**config.mk**
```make
export PLATFORM = sky130hd
export DESIGN_NAME = keyed_mac_hash_table_match_top
export DESIGN_NICKNAME = d
export VERILOG_FILES = /design/src/design/khm_pkg.sv /design/src/design/khm_front.sv /design/src/design/khm_queue.sv /design/src/design/khm_back.sv /design/src/design/keyed_mac_hash_table_match_top.sv
export SDC_FILE = /design/constraint.sdc
export NUM_CORES = 1
export LEC_CHECK = 0
export BUFFER_PORTS_ARGS = -buffer_cell sky130_fd_sc_hd__buf_2
export CORE_ASPECT_RATIO = 1.25
export CORE_UTILIZATION = 47
export CTS_CLUSTER_SIZE = 25
export DETAILED_ROUTE_END_ITERATION = 8
export PLACE_DENSITY = 0.67
export SLEW_MARGIN = 20
export SYNTH_ARGS = -nofsm -noshare
export SYNTH_HDL_FRONTEND = slang
export SYNTH_HIERARCHICAL = 1
export SYNTH_SLANG_ARGS = --single-unit
```
**constraint.sdc**
```tcl
create_clock -name clk -period 9.78 [get_ports clk]
set_clock_uncertainty 0.1 [all_clocks]
set_input_delay 1.467 -clock clk [delete_from_list [all_inputs] [get_ports clk]]
set_output_delay 1.467 -clock clk [all_outputs]
set_load 0.02 [all_outputs]
```
**src/design/khm_pkg.sv**
```systemverilog
// Shared types and constants for the keyed MAC hash table matcher.
package khm_pkg;

	// Hash chain constants.
	localparam logic [31:0] HASH_MUL   = 32'hc6b0_77eb;
	localparam logic [31:0] FLAG_STEP  = 32'hdae1_011d;
	localparam int unsigned FLAG_SHIFT = 5;

	// Field widths fixed by the interface.
	localparam int unsigned SLOT_W  = 4;
	localparam int unsigned SLOT_SPAN = 2 ** SLOT_W;
	localparam int unsigned KEY_W   = 16;
	localparam int unsigned BYTE_W  = 8;
	localparam int unsigned WORD_W  = 32;
	localparam int unsigned COUNT_W = 5;

	// Queue between the hashing front and the matching back.
	localparam int unsigned QUEUE_DEPTH = 4;
	localparam int unsigned QUEUE_AW    = 2;

	// Item kind on the input port.
	typedef enum logic {
		FUNC_LOAD = 1'b0,
		FUNC_BYTE = 1'b1
	} func_t;

	// Configuration register indexes.
	typedef enum logic {
		REG_HASH_MAGIC = 1'b0,
		REG_KEY_COUNT  = 1'b1
	} cfg_reg_t;

	// Operation carried through the queue.
	typedef enum logic {
		OP_LOAD   = 1'b0,
		OP_SEARCH = 1'b1
	} op_t;

	// One queued operation: a key load or a finished hash to look up.
	typedef struct packed {
		op_t               op;
		logic [SLOT_W-1:0] slot;
		logic [KEY_W-1:0]  data;
	} q_entry_t;

endpackage

```
**src/design/khm_front.sv**
```systemverilog
// Front end: accepts items, runs the keyed hash chain and queues loads and lookups.
module khm_front (
	input  logic                         clk,
	input  logic                         arst_n,
	input  logic                         magic_we,
	input  logic [khm_pkg::WORD_W-1:0]   magic_data,
	input  logic                         accept,
	input  logic                         func,
	input  logic [khm_pkg::BYTE_W-1:0]   mac_byte,
	input  logic                         last_byte,
	input  logic [khm_pkg::SLOT_W-1:0]   key_slot,
	input  logic [khm_pkg::KEY_W-1:0]    key_value,
	output logic                         q_push,
	output khm_pkg::q_entry_t            q_entry
);

	logic [khm_pkg::WORD_W-1:0] magic_q;
	logic [khm_pkg::WORD_W-1:0] seed_init_q;
	logic [khm_pkg::WORD_W-1:0] seed_q;
	logic [khm_pkg::WORD_W-1:0] flag_q;
	logic                       mid_q;

	logic [khm_pkg::WORD_W-1:0] seed_cur;
	logic [khm_pkg::WORD_W-1:0] flag_cur;
	logic [khm_pkg::WORD_W-1:0] seed_nxt;
	logic [khm_pkg::WORD_W-1:0] flag_nxt;
	logic                       is_byte;

	// The starting seed depends only on the magic, so it is prepared when the magic is written.
	always_ff @(posedge clk or negedge arst_n) begin
		if (!arst_n) begin
			magic_q     <= '0;
			seed_init_q <= '0;
		end else if (magic_we) begin
			magic_q     <= magic_data;
			seed_init_q <= magic_data * khm_pkg::HASH_MUL + (magic_data >> khm_pkg::FLAG_SHIFT);
		end
	end

	// One multiply-add step per address byte.
	always_comb begin
		is_byte  = (khm_pkg::func_t'(func) == khm_pkg::FUNC_BYTE);
		flag_cur = mid_q ? flag_q : (magic_q >> khm_pkg::FLAG_SHIFT);
		seed_cur = mid_q ? seed_q : seed_init_q;
		seed_nxt = seed_cur * khm_pkg::HASH_MUL + flag_cur
			+ {{(khm_pkg::WORD_W - khm_pkg::BYTE_W){1'b0}}, mac_byte};
		flag_nxt = flag_cur + khm_pkg::FLAG_STEP;
	end

	// Running chain state; key loads leave it alone.
	always_ff @(posedge clk or negedge arst_n) begin
		if (!arst_n) begin
			seed_q <= '0;
			flag_q <= '0;
			mid_q  <= 1'b0;
		end else if (accept && is_byte) begin
			seed_q <= seed_nxt;
			flag_q <= flag_nxt;
			mid_q  <= !last_byte;
		end
	end

	// Key loads and final bytes go to the back end in arrival order.
	always_comb begin
		q_push       = accept && (!is_byte || last_byte);
		q_entry.op   = is_byte ? khm_pkg::OP_SEARCH : khm_pkg::OP_LOAD;
		q_entry.slot = key_slot;
		q_entry.data = is_byte ? seed_nxt[khm_pkg::KEY_W-1:0] : key_value;
	end

endmodule

```
**src/design/khm_queue.sv**
```systemverilog
// Short queue of operations between the front and back ends.
module khm_queue (
	input  logic                 clk,
	input  logic                 arst_n,
	input  logic                 push,
	input  khm_pkg::q_entry_t    push_entry,
	output logic                 full,
	output logic                 valid,
	output khm_pkg::q_entry_t    head,
	input  logic                 pop
);

	khm_pkg::q_entry_t             slots_q [khm_pkg::QUEUE_DEPTH];
	logic [khm_pkg::QUEUE_AW-1:0]  wr_ptr_q;
	logic [khm_pkg::QUEUE_AW-1:0]  rd_ptr_q;
	logic [khm_pkg::QUEUE_AW:0]    count_q;

	assign full  = (count_q == (khm_pkg::QUEUE_AW + 1)'(khm_pkg::QUEUE_DEPTH));
	assign valid = (count_q != '0);
	assign head  = slots_q[rd_ptr_q];

	// Entry storage.
	always_ff @(posedge clk) begin
		if (push) begin
			slots_q[wr_ptr_q] <= push_entry;
		end
	end

	// Pointers and fill count.
	always_ff @(posedge clk or negedge arst_n) begin
		if (!arst_n) begin
			wr_ptr_q <= '0;
			rd_ptr_q <= '0;
			count_q  <= '0;
		end else begin
			if (push) begin
				wr_ptr_q <= wr_ptr_q + 1'b1;
			end
			if (pop) begin
				rd_ptr_q <= rd_ptr_q + 1'b1;
			end
			if (push && !pop) begin
				count_q <= count_q + 1'b1;
			end else if (pop && !push) begin
				count_q <= count_q - 1'b1;
			end
		end
	end

	// The fill count never passes the depth.
	a_count_bound: assert property (@(posedge clk) disable iff (!arst_n)
		count_q <= (khm_pkg::QUEUE_AW + 1)'(khm_pkg::QUEUE_DEPTH))
		else $error("queue fill count above depth");

	// A push into a full queue only happens together with a pop.
	a_no_overflow: assert property (@(posedge clk) disable iff (!arst_n)
		(push && full) |-> pop)
		else $error("push into full queue");

endmodule

```
**src/design/khm_back.sv**
```systemverilog
// Back end: key table, parallel lookup and the result register.
module khm_back #(
	parameter int unsigned TBL_DEPTH = 16
) (
	input  logic                          clk,
	input  logic                          arst_n,
	input  logic                          count_we,
	input  logic [khm_pkg::COUNT_W-1:0]   count_data,
	input  logic                          q_valid,
	input  khm_pkg::q_entry_t             q_head,
	output logic                          q_pop,
	output logic                          empty,
	input  logic                          pop,
	output logic [khm_pkg::KEY_W-1:0]     hash_value,
	output logic                          found,
	output logic [khm_pkg::SLOT_W-1:0]    match_slot
);

	logic [khm_pkg::KEY_W-1:0]    key_tbl_q [TBL_DEPTH];
	logic [khm_pkg::COUNT_W-1:0]  key_count_q;
	logic                         out_valid_q;
	logic [khm_pkg::KEY_W-1:0]    hash_q;
	logic                         found_q;
	logic [khm_pkg::SLOT_W-1:0]   slot_q;

	logic                         is_load;
	logic                         take_search;
	logic                         hit;
	logic [khm_pkg::SLOT_W-1:0]   hit_slot;

	// Key count register.
	always_ff @(posedge clk or negedge arst_n) begin
		if (!arst_n) begin
			key_count_q <= '0;
		end else if (count_we) begin
			key_count_q <= count_data;
		end
	end

	// Loads drain at once; lookups wait for room in the result register.
	always_comb begin
		is_load     = (q_head.op == khm_pkg::OP_LOAD);
		q_pop       = q_valid && (is_load || !out_valid_q || pop);
		take_search = q_pop && !is_load;
	end

	// Table writes; slots beyond the table are dropped.
	for (genvar i = 0; i < TBL_DEPTH; i++) begin : g_tbl
		always_ff @(posedge clk) begin
			if (q_pop && is_load && (q_head.slot == khm_pkg::SLOT_W'(i))) begin
				key_tbl_q[i] <= q_head.data;
			end
		end
	end

	// Lowest searched slot whose key equals the hash.
	always_comb begin
		hit      = 1'b0;
		hit_slot = '0;
		for (int i = TBL_DEPTH - 1; i >= 0; i--) begin
			if ((khm_pkg::COUNT_W'(i) < key_count_q) && (key_tbl_q[i] == q_head.data)) begin
				hit      = 1'b1;
				hit_slot = khm_pkg::SLOT_W'(i);
			end
		end
	end

	// Result register valid flag.
	always_ff @(posedge clk or negedge arst_n) begin
		if (!arst_n) begin
			out_valid_q <= 1'b0;
		end else if (take_search) begin
			out_valid_q <= 1'b1;
		end else if (pop) begin
			out_valid_q <= 1'b0;
		end
	end

	// Result payload.
	always_ff @(posedge clk) begin
		if (take_search) begin
			hash_q  <= q_head.data;
			found_q <= hit;
			slot_q  <= hit_slot;
		end
	end

	assign empty      = !out_valid_q;
	assign hash_value = hash_q;
	assign found      = found_q;
	assign match_slot = slot_q;

	// The queue is only drained when it holds something.
	a_pop_valid: assert property (@(posedge clk) disable iff (!arst_n)
		q_pop |-> q_valid)
		else $error("queue popped while empty");

	// A lookup without a hit reports slot zero.
	a_miss_slot: assert property (@(posedge clk) disable iff (!arst_n)
		take_search |=> (found_q || (slot_q == '0)))
		else $error("miss reported with nonzero slot");

	// A reported hit lies inside the searched range.
	a_hit_range: assert property (@(posedge clk) disable iff (!arst_n)
		(out_valid_q && found_q) |-> ({1'b0, slot_q} < key_count_q))
		else $error("hit outside searched slots");

endmodule

```
**src/design/keyed_mac_hash_table_match_top.sv**
```systemverilog
// Top level of the keyed MAC hash table matcher.
// Address bytes are hashed at one item per clock while full is low, by one 32-bit constant
// multiply-add per byte in the front end; key loads pass straight through it. Key loads and the
// final byte of each address enter a four-entry queue, and the back end takes one queued item
// per cycle unless a lookup must wait for room in the result register, writing the key table or
// comparing the hash against all searched slots in parallel. A finished hash passes through the
// queue into a one-entry result register, where it waits while the input keeps flowing; full rises
// only when that register and the queue are both held up. Key loads take effect in item order, so a
// load followed by an address always sees the new key. The configuration port is always ready.
module keyed_mac_hash_table_match_top #(
	parameter int unsigned KEY_DEPTH = 16
) (
	input  logic                          clk,
	input  logic                          arst_n,
	input  logic                          push,
	output logic                          full,
	input  logic                          func,
	input  logic [khm_pkg::BYTE_W-1:0]    mac_byte,
	input  logic                          last_byte,
	input  logic [khm_pkg::SLOT_W-1:0]    key_slot,
	input  logic [khm_pkg::KEY_W-1:0]     key_value,
	output logic                          empty,
	input  logic                          pop,
	output logic [khm_pkg::KEY_W-1:0]     hash_value,
	output logic                          found,
	output logic [khm_pkg::SLOT_W-1:0]    match_slot,
	input  logic                          cfg_valid,
	output logic                          cfg_ready,
	input  logic                          cfg_index,
	input  logic [khm_pkg::WORD_W-1:0]    cfg_data
);

	// Only slots reachable through the slot field can ever hold a key.
	localparam int unsigned TBL_DEPTH =
		(KEY_DEPTH < khm_pkg::SLOT_SPAN) ? KEY_DEPTH : khm_pkg::SLOT_SPAN;

	logic               accept;
	logic               magic_we;
	logic               count_we;
	logic               q_push;
	khm_pkg::q_entry_t  q_in;
	logic               q_valid;
	khm_pkg::q_entry_t  q_head;
	logic               q_pop;

	// Register decode.
	assign cfg_ready = 1'b1;
	assign magic_we  = cfg_valid && (khm_pkg::cfg_reg_t'(cfg_index) == khm_pkg::REG_HASH_MAGIC);
	assign count_we  = cfg_valid && (khm_pkg::cfg_reg_t'(cfg_index) == khm_pkg::REG_KEY_COUNT);

	assign accept = push && !full;

	khm_front u_front (
		.clk        (clk),
		.arst_n     (arst_n),
		.magic_we   (magic_we),
		.magic_data (cfg_data),
		.accept     (accept),
		.func       (func),
		.mac_byte   (mac_byte),
		.last_byte  (last_byte),
		.key_slot   (key_slot),
		.key_value  (key_value),
		.q_push     (q_push),
		.q_entry    (q_in)
	);

	khm_queue u_queue (
		.clk        (clk),
		.arst_n     (arst_n),
		.push       (q_push),
		.push_entry (q_in),
		.full       (full),
		.valid      (q_valid),
		.head       (q_head),
		.pop        (q_pop)
	);

	khm_back #(
		.TBL_DEPTH (TBL_DEPTH)
	) u_back (
		.clk        (clk),
		.arst_n     (arst_n),
		.count_we   (count_we),
		.count_data (cfg_data[khm_pkg::COUNT_W-1:0]),
		.q_valid    (q_valid),
		.q_head     (q_head),
		.q_pop      (q_pop),
		.empty      (empty),
		.pop        (pop),
		.hash_value (hash_value),
		.found      (found),
		.match_slot (match_slot)
	);

endmodule

```
### Word level (Yosys, flattened, before mapping)

Memory sizes are Yosys's and may differ from the RTL's.
Cells that the tools add are included.

* add/subtract/negate cells: 8
* multipliers: 2
* magnitude comparators: 16
* equality and inequality tests: 32
* multiplexer cells: 103
* bitwise logic cells: 2
* reduce and logical (&&, ||, !) cells: 74

Operators by type and width (number)
* equality test 16 bit: 16
* 2-to-1 mux 16 bit: 16
* OR reduction 16 bit: 15
* 2-to-1 mux 4 bit: 23
* multiplier 32 x 31 -> 32 bit, second input constant: 2
* 2-to-1 mux 32 bit: 2
* 2-to-1 mux 1 bit: 54
* logical AND 1 bit: 42
* less-than comparator 4 x 5 -> 1 bit, first input constant: 8
* adder 32 x 27 -> 32 bit: 1
* adder 32 bit: 1
* adder 32 bit, second input constant: 1
* adder 32 x 8 -> 32 bit: 1
* equality test 4 bit, second input constant: 8
* less-than comparator 3 x 5 -> 1 bit, first input constant: 4
* 2-to-1 mux 3 bit: 6
* equality test 4 x 3 -> 1 bit, second input constant: 4
* OR reduction 15 bit: 1
* less-than comparator 1 x 5 -> 1 bit, first input constant: 2
* less-than comparator 2 x 5 -> 1 bit, first input constant: 2
* equality test 4 x 2 -> 1 bit, second input constant: 2
* OR reduction 8 bit: 1
* logical NOT 1 bit: 6
* adder 2 x 1 -> 2 bit, second input constant: 2
* 12 further kinds: 17

* flip-flop bits (word level): 163
* bits in writable memories: 340
* output and inout port bits: 24
* logic and storage cells: 255
* memories: 2

Memories
* u_back.key_tbl_q: depth 16, bits a word 16, read ports 16, clocked after memory_dff 0, wr ports 1, RTL line khm_back.sv:19 `logic [khm_pkg::KEY_W-1:0] key_tbl_q [TBL_DEPTH];`
* u_queue.slots_q: depth 4, bits a word 21, read ports 1, clocked after memory_dff 0, wr ports 1, RTL line khm_queue.sv:13 `khm_pkg::q_entry_t slots_q [khm_pkg::QUEUE_DEPTH];`

### Logic depth before layout (Yosys ltp)

Gate-level depths: netlist of run 1.
An unclocked memory read counts as a cell.

* depth after elaboration: 25
* depth in mapped cells: 26
* depth with buffers taken out: 22

### Cells and area by module

The synthesis of run 1 kept the hierarchy.

Modules (own cells, without submodules)
* khm_back: times used 1, cells each 755, area an instance 12060.3 um2
* khm_front: times used 1, cells each 990, area an instance 10132.2 um2
* khm_queue: times used 1, cells each 144, area an instance 3459.6 um2
* keyed_mac_hash_table_match_top: times used 1, cells each 5, area an instance 33.8 um2

### Worst setup path before layout of run 1

OpenSTA, ideal clock, no wires.

* kind: register -> register
* start point: reg u_front.mid_q
* end point: mem u_queue/slots_q[0][14] (netlist name), data pin
* setup time: 0.266 ns
* data arrival time: 6.793 ns
* required time: 9.414 ns
* path slack: 2.620 ns
* cell stages (with the launch flop): 25
* buffers on the path: 4
* period minus slack after synthesis: 7.160 ns
* cells stage by stage: dfrtp_1 -> buf_6 -> buf_4 -> buf_4 -> clkbuf_1 -> mux2i_1 -> inv_1 -> ha_1 -> fa_1 -> inv_1 -> fa_1 -> inv_1 -> fa_1 -> ha_1 -> ha_1 -> inv_1 -> fa_1 -> fa_1 -> inv_1 -> ha_1 -> a21o_1 -> a2111o_1 -> o221ai_1 -> xnor2_1 -> mux2_2

RTL lines
* start, declared: RTL line khm_front.sv:21 `logic mid_q;`
* start signal, assigned: RTL line khm_front.sv:59 `mid_q <= !last_byte;`
* end, declared: RTL line khm_queue.sv:13

==> qor.log, run 1 <==
[synth] commonest register cell after synthesis sky130_fd_sc_hd__edfxtp_1
[min_path] worst min path class reg2reg
[critical_path] required time at the worst-slack endpoint 10,010 ps
[outcome] status complete, no violations
[clock_tree] cts hold-fix bufs 0
[min_path] worst hold path depth 2
[clock_tree] clock tree root driver cell sky130_fd_sc_hd__clkbuf_16
[timing] final hold viol count 0
[clock_tree] CTS tree yes
[placement] gp weighted congestion 0.848
[synth] most used standard cell by instance count after synthesis sky130_fd_sc_hd__edfxtp_1
[min_path] endpoint of the worst hold path u_front/flag_q[8]
[critical_path] slowest library cell on the worst path sky130_fd_sc_hd__dfrtp_2
[clock_tree] deepest clock path buffer count 3
[routing] final antenna-violating net count 0
[routing] initial detailed-routing violation count 592
[clock_tree] sink count of the clock tree 439
[min_path] hold wc startpoint u_front/flag_q[8]
[timing] clock period minus worst slack 7430 ps
[synth] sequential-to-total area share from yosys stat 49.8%
[critical_path] Worst path top cell family by delay adder cells
[timing] pin slew with the least headroom to its limit 1080 ps
[routing] Via density 5.19
[floorplanning] Initial Utilization 47.7%
[clock_tree] CTS-repair resized insts 0
[synth] area of the mapped netlist 25,700 µm²
[critical_path] worst-path fanout max 30
[global_routing] antenna violations before repair 1
[synth] Yosys top cell area share 42.2%
[synth] yosys warns 6
[clock_tree] clock slew at reported path FFs 60 ps
[synth] Synth Net Count 2,265
[critical_path] RR Startpoint u_front/mid_q
[finish] proportion of layout cells with a drive suffix above 1 14.6%
[synth] ranking of synthesized cells by area sky130_fd_sc_hd__edfxtp_1 42%, sky130_fd_sc_hd__fa_1 11%, sky130_fd_sc_hd__ha_1 8.2%
[global_routing] pin count of the biggest net entering global routing 71
[floorplanning] Rows 95
[global_routing] global-route wire length before repair 86,500 µm
[synth] top cells by instance count after synthesis 361 x sky130_fd_sc_hd__edfxtp_1, 277 x sky130_fd_sc_hd__inv_1, 186 x sky130_fd_sc_hd__xnor2_1, 168 x sky130_fd_sc_hd__ha_1, 158 x sky130_fd_sc_hd__xor2_1
[critical_path] kind of end point of the critical path flop
[timing] worst relative slew slack 27.9%
[synth] share of synthesized flip-flops with an asynchronous set or reset 17.8%
[synth] Unique masters post-synth 68
[placement] half-perimeter wire length of the detailed placement result 37,800 µm
[timing] setup TNS after final layout 0 ps
[floorplanning] core footprint 53,800 µm²
[placement] count of buffers from port buffering 79
[critical_path] crit path launch type flop
[timing] unrepaired setup endpoints after global routing false
[floorplanning] IO Count 92
[floorplanning] height of the chip 263 µm
[timing] Fmax 135 MHz
[timing] number of endpoints failing setup at the final stage 0
[critical_path] cell depth of the worst flop-to-flop path 21
[synth] synthesized instance count 1,894
[routing] final wirelength 54,400 µm
[critical_path] Worst EP arrival 7660 ps
[floorplanning] x dimension of the die 211 µm
[timing] final critical-path share of the clock period 76.0%
[global_routing] overall track demand over capacity in global routing 20.4%
[global_routing] total congestion overflow after global routing 0
[floorplanning] area of the die 55,600 µm²
[timing] Max Slew Vio Count 0
[clock_tree] clock latency at the later pin of the worst-skew pair 590 ps
[routing] number of detailed-routing iterations run before antenna repair 5
[routing] routed via count 14,300
[critical_path] chain of cells forming the critical path buf_4, mux2i_1, inv_1, fa_1, inv_1, fa_1, inv_1, ha_1, fa_1, ha_1, ha_1, inv_1, fa_1, fa_1, inv_1, ha_1, a21o_1, a2111o_1, o221ai_1, xnor2_1, mux2_2
[synth] post-synth top area cell sky130_fd_sc_hd__edfxtp_1
[critical_path] number of buffers and inverters on the critical path 6
[critical_path] CP Class reg2reg
[finish] nets@finish 2,362
[routing] WL per Instance 19.8 µm
[clock_tree] post-CTS setup-driven buffer insertion count 0
[critical_path] setup slack on the worst flop-to-flop path 2350 ps
[synth] number of flops mapped to enable cells by yosys 361
[clock_tree] number of H-tree levels 2
[routing] number of remaining DRC errors 0
[global_routing] via count of the first global-routing pass 15,800
[flow_run] max_cap viols 0
[finish] layout overhead on the synthesized area 10.3%
[synth] Seq cells post-synth 439
[critical_path] peak per-stage delay on the critical path 670 ps
[clock_tree] number of CTS-inserted buffers 45
[critical_path] RR Endpoint u_queue/slots_q[2][14]
[synth] mean cell area of the mapped netlist 13.6 µm²
## worst max-delay path by stage
stage | cells after the start | end | slack (ps) | start
floorplan | 24 | u_queue/slots_q[0][14] | 2620 | u_front/mid_q
global placement | 20 | u_front/seed_init_q[15] | 2340 | cfg_data[3]
detailed placement | 20 | u_front/seed_init_q[13] | 2250 | cfg_data[3]
CTS | 21 | u_queue/slots_q[0][14] | 2300 | u_front/mid_q
global route | 21 | u_queue/slots_q[0][14] | 1900 | u_front/mid_q
finish | 21 | u_queue/slots_q[2][14] | 2350 | u_front/mid_q
## sequential cells by signal, indices dropped and copies added (netlist names), 2 cells and up
name / flops
u_front/magic_q: 16
u_back/key_tbl_q: 256
u_queue/rd_ptr_q: 2
u_front/seed_q: 16
u_queue/count_q: 3
u_front/seed_init_q: 16
u_back/hash_value: 16
u_queue/wr_ptr_q: 2
u_back/match_slot: 4
u_back/key_count_q: 5
u_front/flag_q: 16
u_queue/slots_q: 84
## per-layer routing
layer | wire length [µm] | GRT usage [%]
met1 | 22000 | 24.5
met3 | 1970 | 2.74
met5 | 0 | 0
met2 | 28700 | 37.2
met4 | 1720 | 7.09
## kinds of logic (layout without fill, tap and decap cells)
family                   Yosys count  count (layout)  synth area share [%]
AO/OA/AOI/OAI                    119             119                  3.04
XOR/XNOR                         345             345                  11.8
adder cells (fa/ha/maj)          303             303                  18.7
buffers and inverters            338             470                  5.74
flip-flops                       439             439                  49.8
multiplexers                     113             113                  5.82
other                              1               2                0.0146
AND/OR/NAND/NOR                  236             236                  5.05
## area by class of cell
class / instances / area, µm²
well taps: 727 / 910
inverters: 277 / 1040
diodes: 1 / 2.50
multi-input cells: 1117 / 11500
clock inverters: 20 / 210
clock buffers: 62 / 1270
repair buffers: 111 / 653
flip-flops and latches: 439 / 12800
fillers: 4433 / 25500
## worst register-to-register path, stage by stage, from the launching register on
cell and delay, ps:
sky130_fd_sc_hd__dfrtp_2 670, sky130_fd_sc_hd__buf_4 450, sky130_fd_sc_hd__mux2i_1 630, sky130_fd_sc_hd__inv_1 290
sky130_fd_sc_hd__fa_1 430, sky130_fd_sc_hd__inv_1 90, sky130_fd_sc_hd__fa_1 380, sky130_fd_sc_hd__inv_1 70
sky130_fd_sc_hd__ha_1 250, sky130_fd_sc_hd__fa_1 490, sky130_fd_sc_hd__ha_1 310, sky130_fd_sc_hd__ha_1 280
sky130_fd_sc_hd__inv_1 60, sky130_fd_sc_hd__fa_1 500, sky130_fd_sc_hd__fa_1 540, sky130_fd_sc_hd__inv_1 40
sky130_fd_sc_hd__ha_1 360, sky130_fd_sc_hd__a21o_1 220, sky130_fd_sc_hd__a2111o_1 400, sky130_fd_sc_hd__o221ai_1 190
sky130_fd_sc_hd__xnor2_1 140, sky130_fd_sc_hd__mux2_2 320
## placed cells by master, fill, tap and decap left out, types with 8 or more instances in the layout
cell type / count
sky130_fd_sc_hd__a21oi_1: 27
sky130_fd_sc_hd__nand2_1: 43
sky130_fd_sc_hd__edfxtp_1: 361
sky130_fd_sc_hd__nand3_1: 8
sky130_fd_sc_hd__xor2_1: 158
sky130_fd_sc_hd__nor2_1: 43
sky130_fd_sc_hd__ha_1: 168
sky130_fd_sc_hd__mux4_2: 20
sky130_fd_sc_hd__o21ai_0: 34
sky130_fd_sc_hd__nand4_1: 34
sky130_fd_sc_hd__buf_2: 78
sky130_fd_sc_hd__inv_1: 277
sky130_fd_sc_hd__fa_1: 135
sky130_fd_sc_hd__clkbuf_16: 46
sky130_fd_sc_hd__buf_4: 29
sky130_fd_sc_hd__mux2i_1: 23
sky130_fd_sc_hd__dfrtp_1: 77
sky130_fd_sc_hd__nor3_1: 12
sky130_fd_sc_hd__nor4_1: 35
sky130_fd_sc_hd__clkbuf_1: 10
sky130_fd_sc_hd__mux2_2: 68
sky130_fd_sc_hd__xnor2_1: 186
## metrics by stage
step	worst slack [ps]	util [%]	instance area, µm²	hold slack [ps]	cells
after CTS	2300	52.6	28300	381	2753
after global placement	2340	49.7	26800	359	2667
after global routing	1900	52.6	28300	404	2754
after detailed placement	2250	49.8	26800	366	2671
final	2350	52.6	28300	378	2754
after floorplan	2620	-	25700	344	1894
Power of run 1 is left out: the tool's default activity adds up to more than one toggle a clock period on the data nets, which glitch-free logic cannot reach.
==> inputs of run 2 (changes only) <==
clock period = 6.9 ns   (was 9.78 ns; I/O delays follow)
==> run 2 against run 1 <==
Effect of this change:
- sequential share of layout area down 0.41 points
- worst hold slack worse by 220 ps
- final cell count up 1.0%
- non-clock buffer count up 29
- sequential cell count unchanged
- via count up 0.34%
- wire length down 0.42%
- fmax up 12%
- critical path depth up 1
- first-iteration DRC count up 11%
- setup slack worse by 2100 ps
- design area up 0.93%
==> qor.log, run 2 (synthesized netlist as in run 1, its figures left out) <==
[outcome] status complete, no violations
[floorplanning] area of the die 55,600 µm² [unchanged]
[finish] commonest cells after routing, fill and taps aside 361 x sky130_fd_sc_hd__edfxtp_1, 276 x sky130_fd_sc_hd__inv_1, 184 x sky130_fd_sc_hd__xnor2_1
[critical_path] required time at the worst-slack endpoint 7120 ps [-2890 ps]
[critical_path] most common cell type on the critical path sky130_fd_sc_hd__fa_1
[timing] final hold viol count 0 [unchanged]
[timing] clock period minus worst slack 6660 ps [-767 ps]
[global_routing] overall track demand over capacity in global routing 20.3% [-0.15 points]
[timing] final critical-path share of the clock period 96.6% [+21 points]
[floorplanning] core footprint 53,800 µm² [unchanged]
[routing] Via density 5.16 [-0.67%]
[clock_tree] deepest clock path buffer count 3 [unchanged]
[clock_tree] number of CTS-inserted buffers 45 [unchanged]
[timing] pin slew with the least headroom to its limit 1100 ps [+14.1 ps]
[clock_tree] clock tree root driver cell sky130_fd_sc_hd__clkbuf_16
[global_routing] antenna violations before repair 0 [-1]
[routing] routed via count 14,400 [+0.34%]
[finish] flip-flop count of the largest register, all copies and words added 256 [unchanged]
[finish] diode count 0 [-1]
[critical_path] chain of cells forming the critical path buf_12, buf_4, mux2i_4, buf_4, fa_1, fa_1, inv_1, fa_1, inv_1, fa_1, inv_1, ha_1, ha_1, fa_1, inv_1, fa_1, inv_1, ha_1, a2111o_1, o221ai_1, xnor2_1, mux2_2
[critical_path] setup slack on the worst flop-to-flop path 240 ps [-2110 ps]
[placement] count of buffers from port buffering 79 [unchanged]
[flow_run] max_cap viols 0 [unchanged]
[critical_path] crit path launch type flop
[finish] area taken by multi-input logic gates 11,500 µm² [+0.71%]
[timing] number of endpoints failing setup at the final stage 0 [unchanged]
[routing] final wirelength 54,200 µm [-0.42%]
[global_routing] total congestion overflow after global routing 0 [unchanged]
[floorplanning] height of the chip 263 µm [unchanged]
[clock_tree] cts hold-fix bufs 0 [unchanged]
[timing] Max Slew Vio Count 0 [unchanged]
[floorplanning] x dimension of the die 211 µm [unchanged]
[floorplanning] Rows 95 [unchanged]
[timing] Fmax 150 MHz [+12%]
[routing] initial detailed-routing violation count 659 [+11%]
[global_routing] via count of the first global-routing pass 15,400 [-2.2%]
[finish] layout overhead on the synthesized area 11.3%
[finish] commonest non-fill, non-tap cell in the layout sky130_fd_sc_hd__edfxtp_1
[finish] fill count 4,493 [+1.4%]
[finish] Largest regs u_back/key_tbl_q x256, u_queue/slots_q x84
[clock_tree] clock latency at the later pin of the worst-skew pair 580 ps [about the same]
[min_path] worst min path class in2async
[floorplanning] Initial Utilization 47.7% [unchanged]
[timing] worst relative slew slack 27.0% [-0.94 points]
[critical_path] peak per-stage delay on the critical path 560 ps [-110 ps]
[finish] nets@finish 2,391 [+1.2%]
[placement] gp weighted congestion 0.864 [+1.9%]
[global_routing] pin count of the biggest net entering global routing 74 [+4.2%]
[placement] half-perimeter wire length of the detailed placement result 38,600 µm [+2.3%]
[routing] number of detailed-routing iterations run before antenna repair 5 [unchanged]
[routing] final antenna-violating net count 0 [unchanged]
[finish] register ranked first by flip-flop count u_back/key_tbl_q
[clock_tree] CTS tree yes
[clock_tree] sink count of the clock tree 439 [unchanged]
[critical_path] worst-path fanout max 5 [-83%]
[finish] non-filler instance count after layout 2,782 [+1.0%]
[critical_path] CP Class reg2reg
[routing] WL per Instance 19.5 µm [-1.4%]
[placement] worst setup slack before clock tree synthesis 43.7 ps [-2210 ps]
[floorplanning] IO Count 92 [unchanged]
[global_routing] global-route wire length before repair 85,600 µm [-1.1%]
[placement] cell count after placement 2,693 [+0.82%]
[clock_tree] clock slew at reported path FFs 70 ps [about the same]
[finish] proportion of layout cells with a drive suffix above 1 16.2% [+1.6 points]
[critical_path] kind of end point of the critical path flop
[finish] Sequential Area 12,800 µm² [about the same]
[finish] final core utilization 53.1% [+0.49 points]
[routing] number of remaining DRC errors 0 [unchanged]
[critical_path] slowest library cell on the worst path sky130_fd_sc_hd__fa_1
[timing] Final Worst Setup Slack 237 ps [-2110 ps]
[critical_path] Worst EP arrival 6880 ps [-780 ps]
[clock_tree] number of H-tree levels 2 [unchanged]
[timing] worst hold margin 162 ps [-217 ps]
-- run 2: cell count changes in the layout (fill, tap and decap cells not counted), sizes merged --
cell	before	now
buf	111	140
clkbuf	62	56
clkinv	16	18
clkinvlp	1	2
diode	1	0
inv	277	280
-- run 2: layout make-up --
class,instances,area share [%]
repair buffers,140,3.17
inverters,277,3.64
multi-input cells,1117,40.3
clock inverters,26,0.779
clock buffers,56,4.15
flip-flops and latches,439,44.7
well taps,727,3.18
-- run 2: worst paths after layout --
kind,start,endpoint,cells after the start
setup / recovery,u_front/mid_q,u_queue/slots_q[3][14],22
hold / removal,arst_n,u_queue/count_q[0],1
setup reg to reg,u_front/mid_q,u_queue/slots_q[3][14],22
hold reg to reg,u_front/flag_q[13],u_front/flag_q[13],2
max in group asynchronous,arst_n,u_back/key_count_q[3],3
min in group clk,u_front/flag_q[13],u_front/flag_q[13],2
-- run 2: routing by layer --
layer,GRT usage [%],routed length (µm)
met3,2.74,1900
met1,25.0,22300
met5,0,0
met2,37.2,29000
met4,4.82,1050
-- run 2: critical path, delay by kind of cell (launching register included) --
kind                       cells  cell delay (ps)
adders and majority gates      9             3940
xor gates and xnor gates       1              140
buffers and inverters          8              720
DFF                            1              520
AOI/OAI and AO/OA              2              530
muxes                          2              480
-- run 2: what timing repair did --
| item | in CTS | in global routing |
|---|---|---|
| setup endpoints to repair | 0 | 23 |
| gates resized for setup | 0 | 13 |
| buffers inserted | 0 | 5 |
-- run 2: per-stage QoR --
step	setup TNS (ps)	cell area [µm²]
2_1_floorplan	0	25700
3_3_place_gp	0	27000
3_5_place_dp	0	27000
4_1_cts	0	28400
5_1_grt	-18.0	28600
6_report	0	28600
Power of run 2 is left out for the same reason.
==> inputs of run 3 (changes only) <==
REMOVE_ABC_BUFFERS = 1   (was not set)
==> run 3 against run 2 <==
Effect of this change:
- setup slack worse by 23 ps
- wire length is 1.7% higher
- via count hardly changed
- fmax is 0.34% lower
- count of clock-buffer cells in the layout is 6 higher
- critical path depth is 1 higher
- utilization is 0.40 points higher
- final cell count is 0.18% higher
- register-to-register slack worse by 20 ps
- critical path type unchanged
- critical endpoint is now u_queue/slots_q[0][15]
==> qor.log, run 3 (synthesized netlist as in run 1, its figures left out) <==
[flow_run] max_cap viols 0 [unchanged]
[critical_path] worst-path fanout max 4 [-1]
[finish] nets@finish 2,394 [+0.13%]
[min_path] worst min path class in2async
[finish] Largest regs u_back/key_tbl_q x256, u_queue/slots_q x84
[critical_path] peak per-stage delay on the critical path 590 ps [+30 ps]
[clock_tree] deepest clock path buffer count 3 [unchanged]
[finish] register ranked first by flip-flop count u_back/key_tbl_q
[critical_path] required time at the worst-slack endpoint 7100 ps [-20 ps]
[timing] number of endpoints failing setup at the final stage 0 [unchanged]
[global_routing] total congestion overflow after global routing 0 [unchanged]
[routing] final wirelength 55,100 µm [+1.7%]
[finish] proportion of layout cells with a drive suffix above 1 17.0% [+0.83 points]
[critical_path] kind of end point of the critical path flop
[clock_tree] clock tree root driver cell sky130_fd_sc_hd__clkbuf_16
[global_routing] via count of the first global-routing pass 15,500 [+0.42%]
[global_routing] global-route wire length before repair 87,000 µm [+1.5%]
[clock_tree] cts hold-fix bufs 0 [unchanged]
[critical_path] crit path launch type flop
[timing] final critical-path share of the clock period 96.9% [+0.33 points]
[timing] Final Worst Setup Slack 214 ps [-22.6 ps]
[floorplanning] Initial Utilization 47.7% [unchanged]
[finish] flip-flop count of the largest register, all copies and words added 256 [unchanged]
[floorplanning] IO Count 92 [unchanged]
[timing] unrepaired setup endpoints after global routing false
[timing] final hold viol count 0 [unchanged]
[timing] clock period minus worst slack 6690 ps [+22.6 ps]
[critical_path] setup slack on the worst flop-to-flop path 210 ps [-20 ps]
[routing] initial detailed-routing violation count 737 [+12%]
[finish] commonest non-fill, non-tap cell in the layout sky130_fd_sc_hd__edfxtp_1
[critical_path] RR Endpoint u_queue/slots_q[0][15]
[finish] diode count 0 [unchanged]
[outcome] status complete, no violations
[floorplanning] core footprint 53,800 µm² [unchanged]
[routing] routed via count 14,300 [-0.035%]
[critical_path] chain of cells forming the critical path buf_4, mux2i_4, inv_1, buf_4, ha_1, inv_1, fa_1, fa_1, inv_1, fa_1, ha_1, ha_1, fa_1, inv_1, fa_1, inv_1, ha_1, o21a_1, o31a_1, o2111ai_2, a311oi_4, xnor2_4, a21oi_2
[placement] count of buffers from port buffering 79 [unchanged]
[finish] non-filler instance count after layout 2,787 [+0.18%]
[placement] worst setup slack before clock tree synthesis 80.7 ps [+36.9 ps]
[floorplanning] height of the chip 263 µm [unchanged]
[routing] number of detailed-routing iterations run before antenna repair 4 [-1]
[routing] final antenna-violating net count 0 [unchanged]
[critical_path] CP Class reg2reg
[timing] Fmax 150 MHz [-0.34%]
[clock_tree] clock slew at reported path FFs 60 ps [about the same]
[floorplanning] x dimension of the die 211 µm [unchanged]
[routing] Via density 5.15 [-0.21%]
[clock_tree] sink count of the clock tree 439 [unchanged]
[clock_tree] number of CTS-inserted buffers 45 [unchanged]
[clock_tree] number of H-tree levels 2 [unchanged]
[clock_tree] CTS tree yes
[routing] number of remaining DRC errors 0 [unchanged]
[clock_tree] clock latency at the later pin of the worst-skew pair 580 ps [about the same]
[timing] pin slew with the least headroom to its limit 1080 ps [-14.9 ps]
[finish] layout overhead on the synthesized area 12.2%
[critical_path] RR Startpoint u_front/mid_q
[global_routing] overall track demand over capacity in global routing 20.6% [+0.31 points]
[placement] cell count after placement 2,698 [+0.19%]
[finish] commonest cells after routing, fill and taps aside 361 x sky130_fd_sc_hd__edfxtp_1, 277 x sky130_fd_sc_hd__inv_1, 183 x sky130_fd_sc_hd__xnor2_1
[global_routing] antenna violations before repair 1 [+1]
[finish] fill count 4,497 [+0.089%]
[critical_path] cell depth of the worst flop-to-flop path 23 [+4.5%]
[floorplanning] Rows 95 [unchanged]
[finish] final core utilization 53.5% [+0.40 points]
[global_routing] pin count of the biggest net entering global routing 67 [-9.5%]
[critical_path] slowest library cell on the worst path sky130_fd_sc_hd__fa_1
[placement] gp weighted congestion 0.866 [+0.22%]
[routing] WL per Instance 19.8 µm [+1.5%]
[timing] setup TNS after final layout 0 ps [unchanged]
[placement] half-perimeter wire length of the detailed placement result 38,800 µm [+0.37%]
[floorplanning] area of the die 55,600 µm² [unchanged]
[critical_path] Worst EP arrival 6890 ps [about the same]
[timing] Max Slew Vio Count 0 [unchanged]
[timing] worst relative slew slack 27.9% [+1.0 points]
==> run 3: routing by layer <==
metal | wire [µm] | share of wire, % | global-route usage (%)
met5 | 13 | 0.024 | 0
met4 | 1340 | 2.4 | 5.62
met3 | 1750 | 3.2 | 2.58
met2 | 29800 | 54 | 37.8
met1 | 22200 | 40 | 25.1
==> run 3: worst max-delay path: cells and delay by family, from the launching register on <==
| family | cells | cell delay, ps |
|---|---|---|
| xor gates and xnor gates | 1 | 180 |
| AOI/OAI and AO/OA | 5 | 1050 |
| DFF | 1 | 370 |
| adders and majority gates | 9 | 3790 |
| buffers and inverters | 7 | 640 |
| muxes | 1 | 270 |
==> run 3: area by class of cell <==
class | instances | area (µm²) | area share, %
Inverter | 277 | 1040 | 3.61
Tap cell | 727 | 910 | 3.16
Clock inverter | 22 | 264 | 0.916
Timing Repair Buffer | 143 | 908 | 3.15
Clock buffer | 62 | 1310 | 4.56
Sequential cell | 439 | 12800 | 44.4
Multi-Input combinational cell | 1117 | 11600 | 40.2
==> run 3: what timing repair did <==
item / in CTS / in global routing
gates resized for setup: 0 / 20
setup buffers: 0 / 4
endpoints found under the setup margin: 0 / 18
==> run 3: metrics by stage <==
stage | hold WS (ps) | area (µm²)
3_3_place_gp | 358 | 27000
3_5_place_dp | 374 | 27000
6_report | 202 | 28800
4_1_cts | 177 | 28600
5_1_grt | 187 | 28800
2_1_floorplan | 344 | 25300
==> run 3: worst max path at each step <==
stage / startpoint / to
floorplan: u_front/mid_q / u_queue/slots_q[0][14]
global placement: cfg_data[1] / u_front/seed_init_q[15]
detailed placement: cfg_data[1] / u_front/seed_init_q[15]
CTS: u_front/mid_q / u_queue/slots_q[3][15]
global route: u_front/mid_q / u_queue/slots_q[3][15]
finish: u_front/mid_q / u_queue/slots_q[0][15]
Power of run 3 is left out for the same reason.
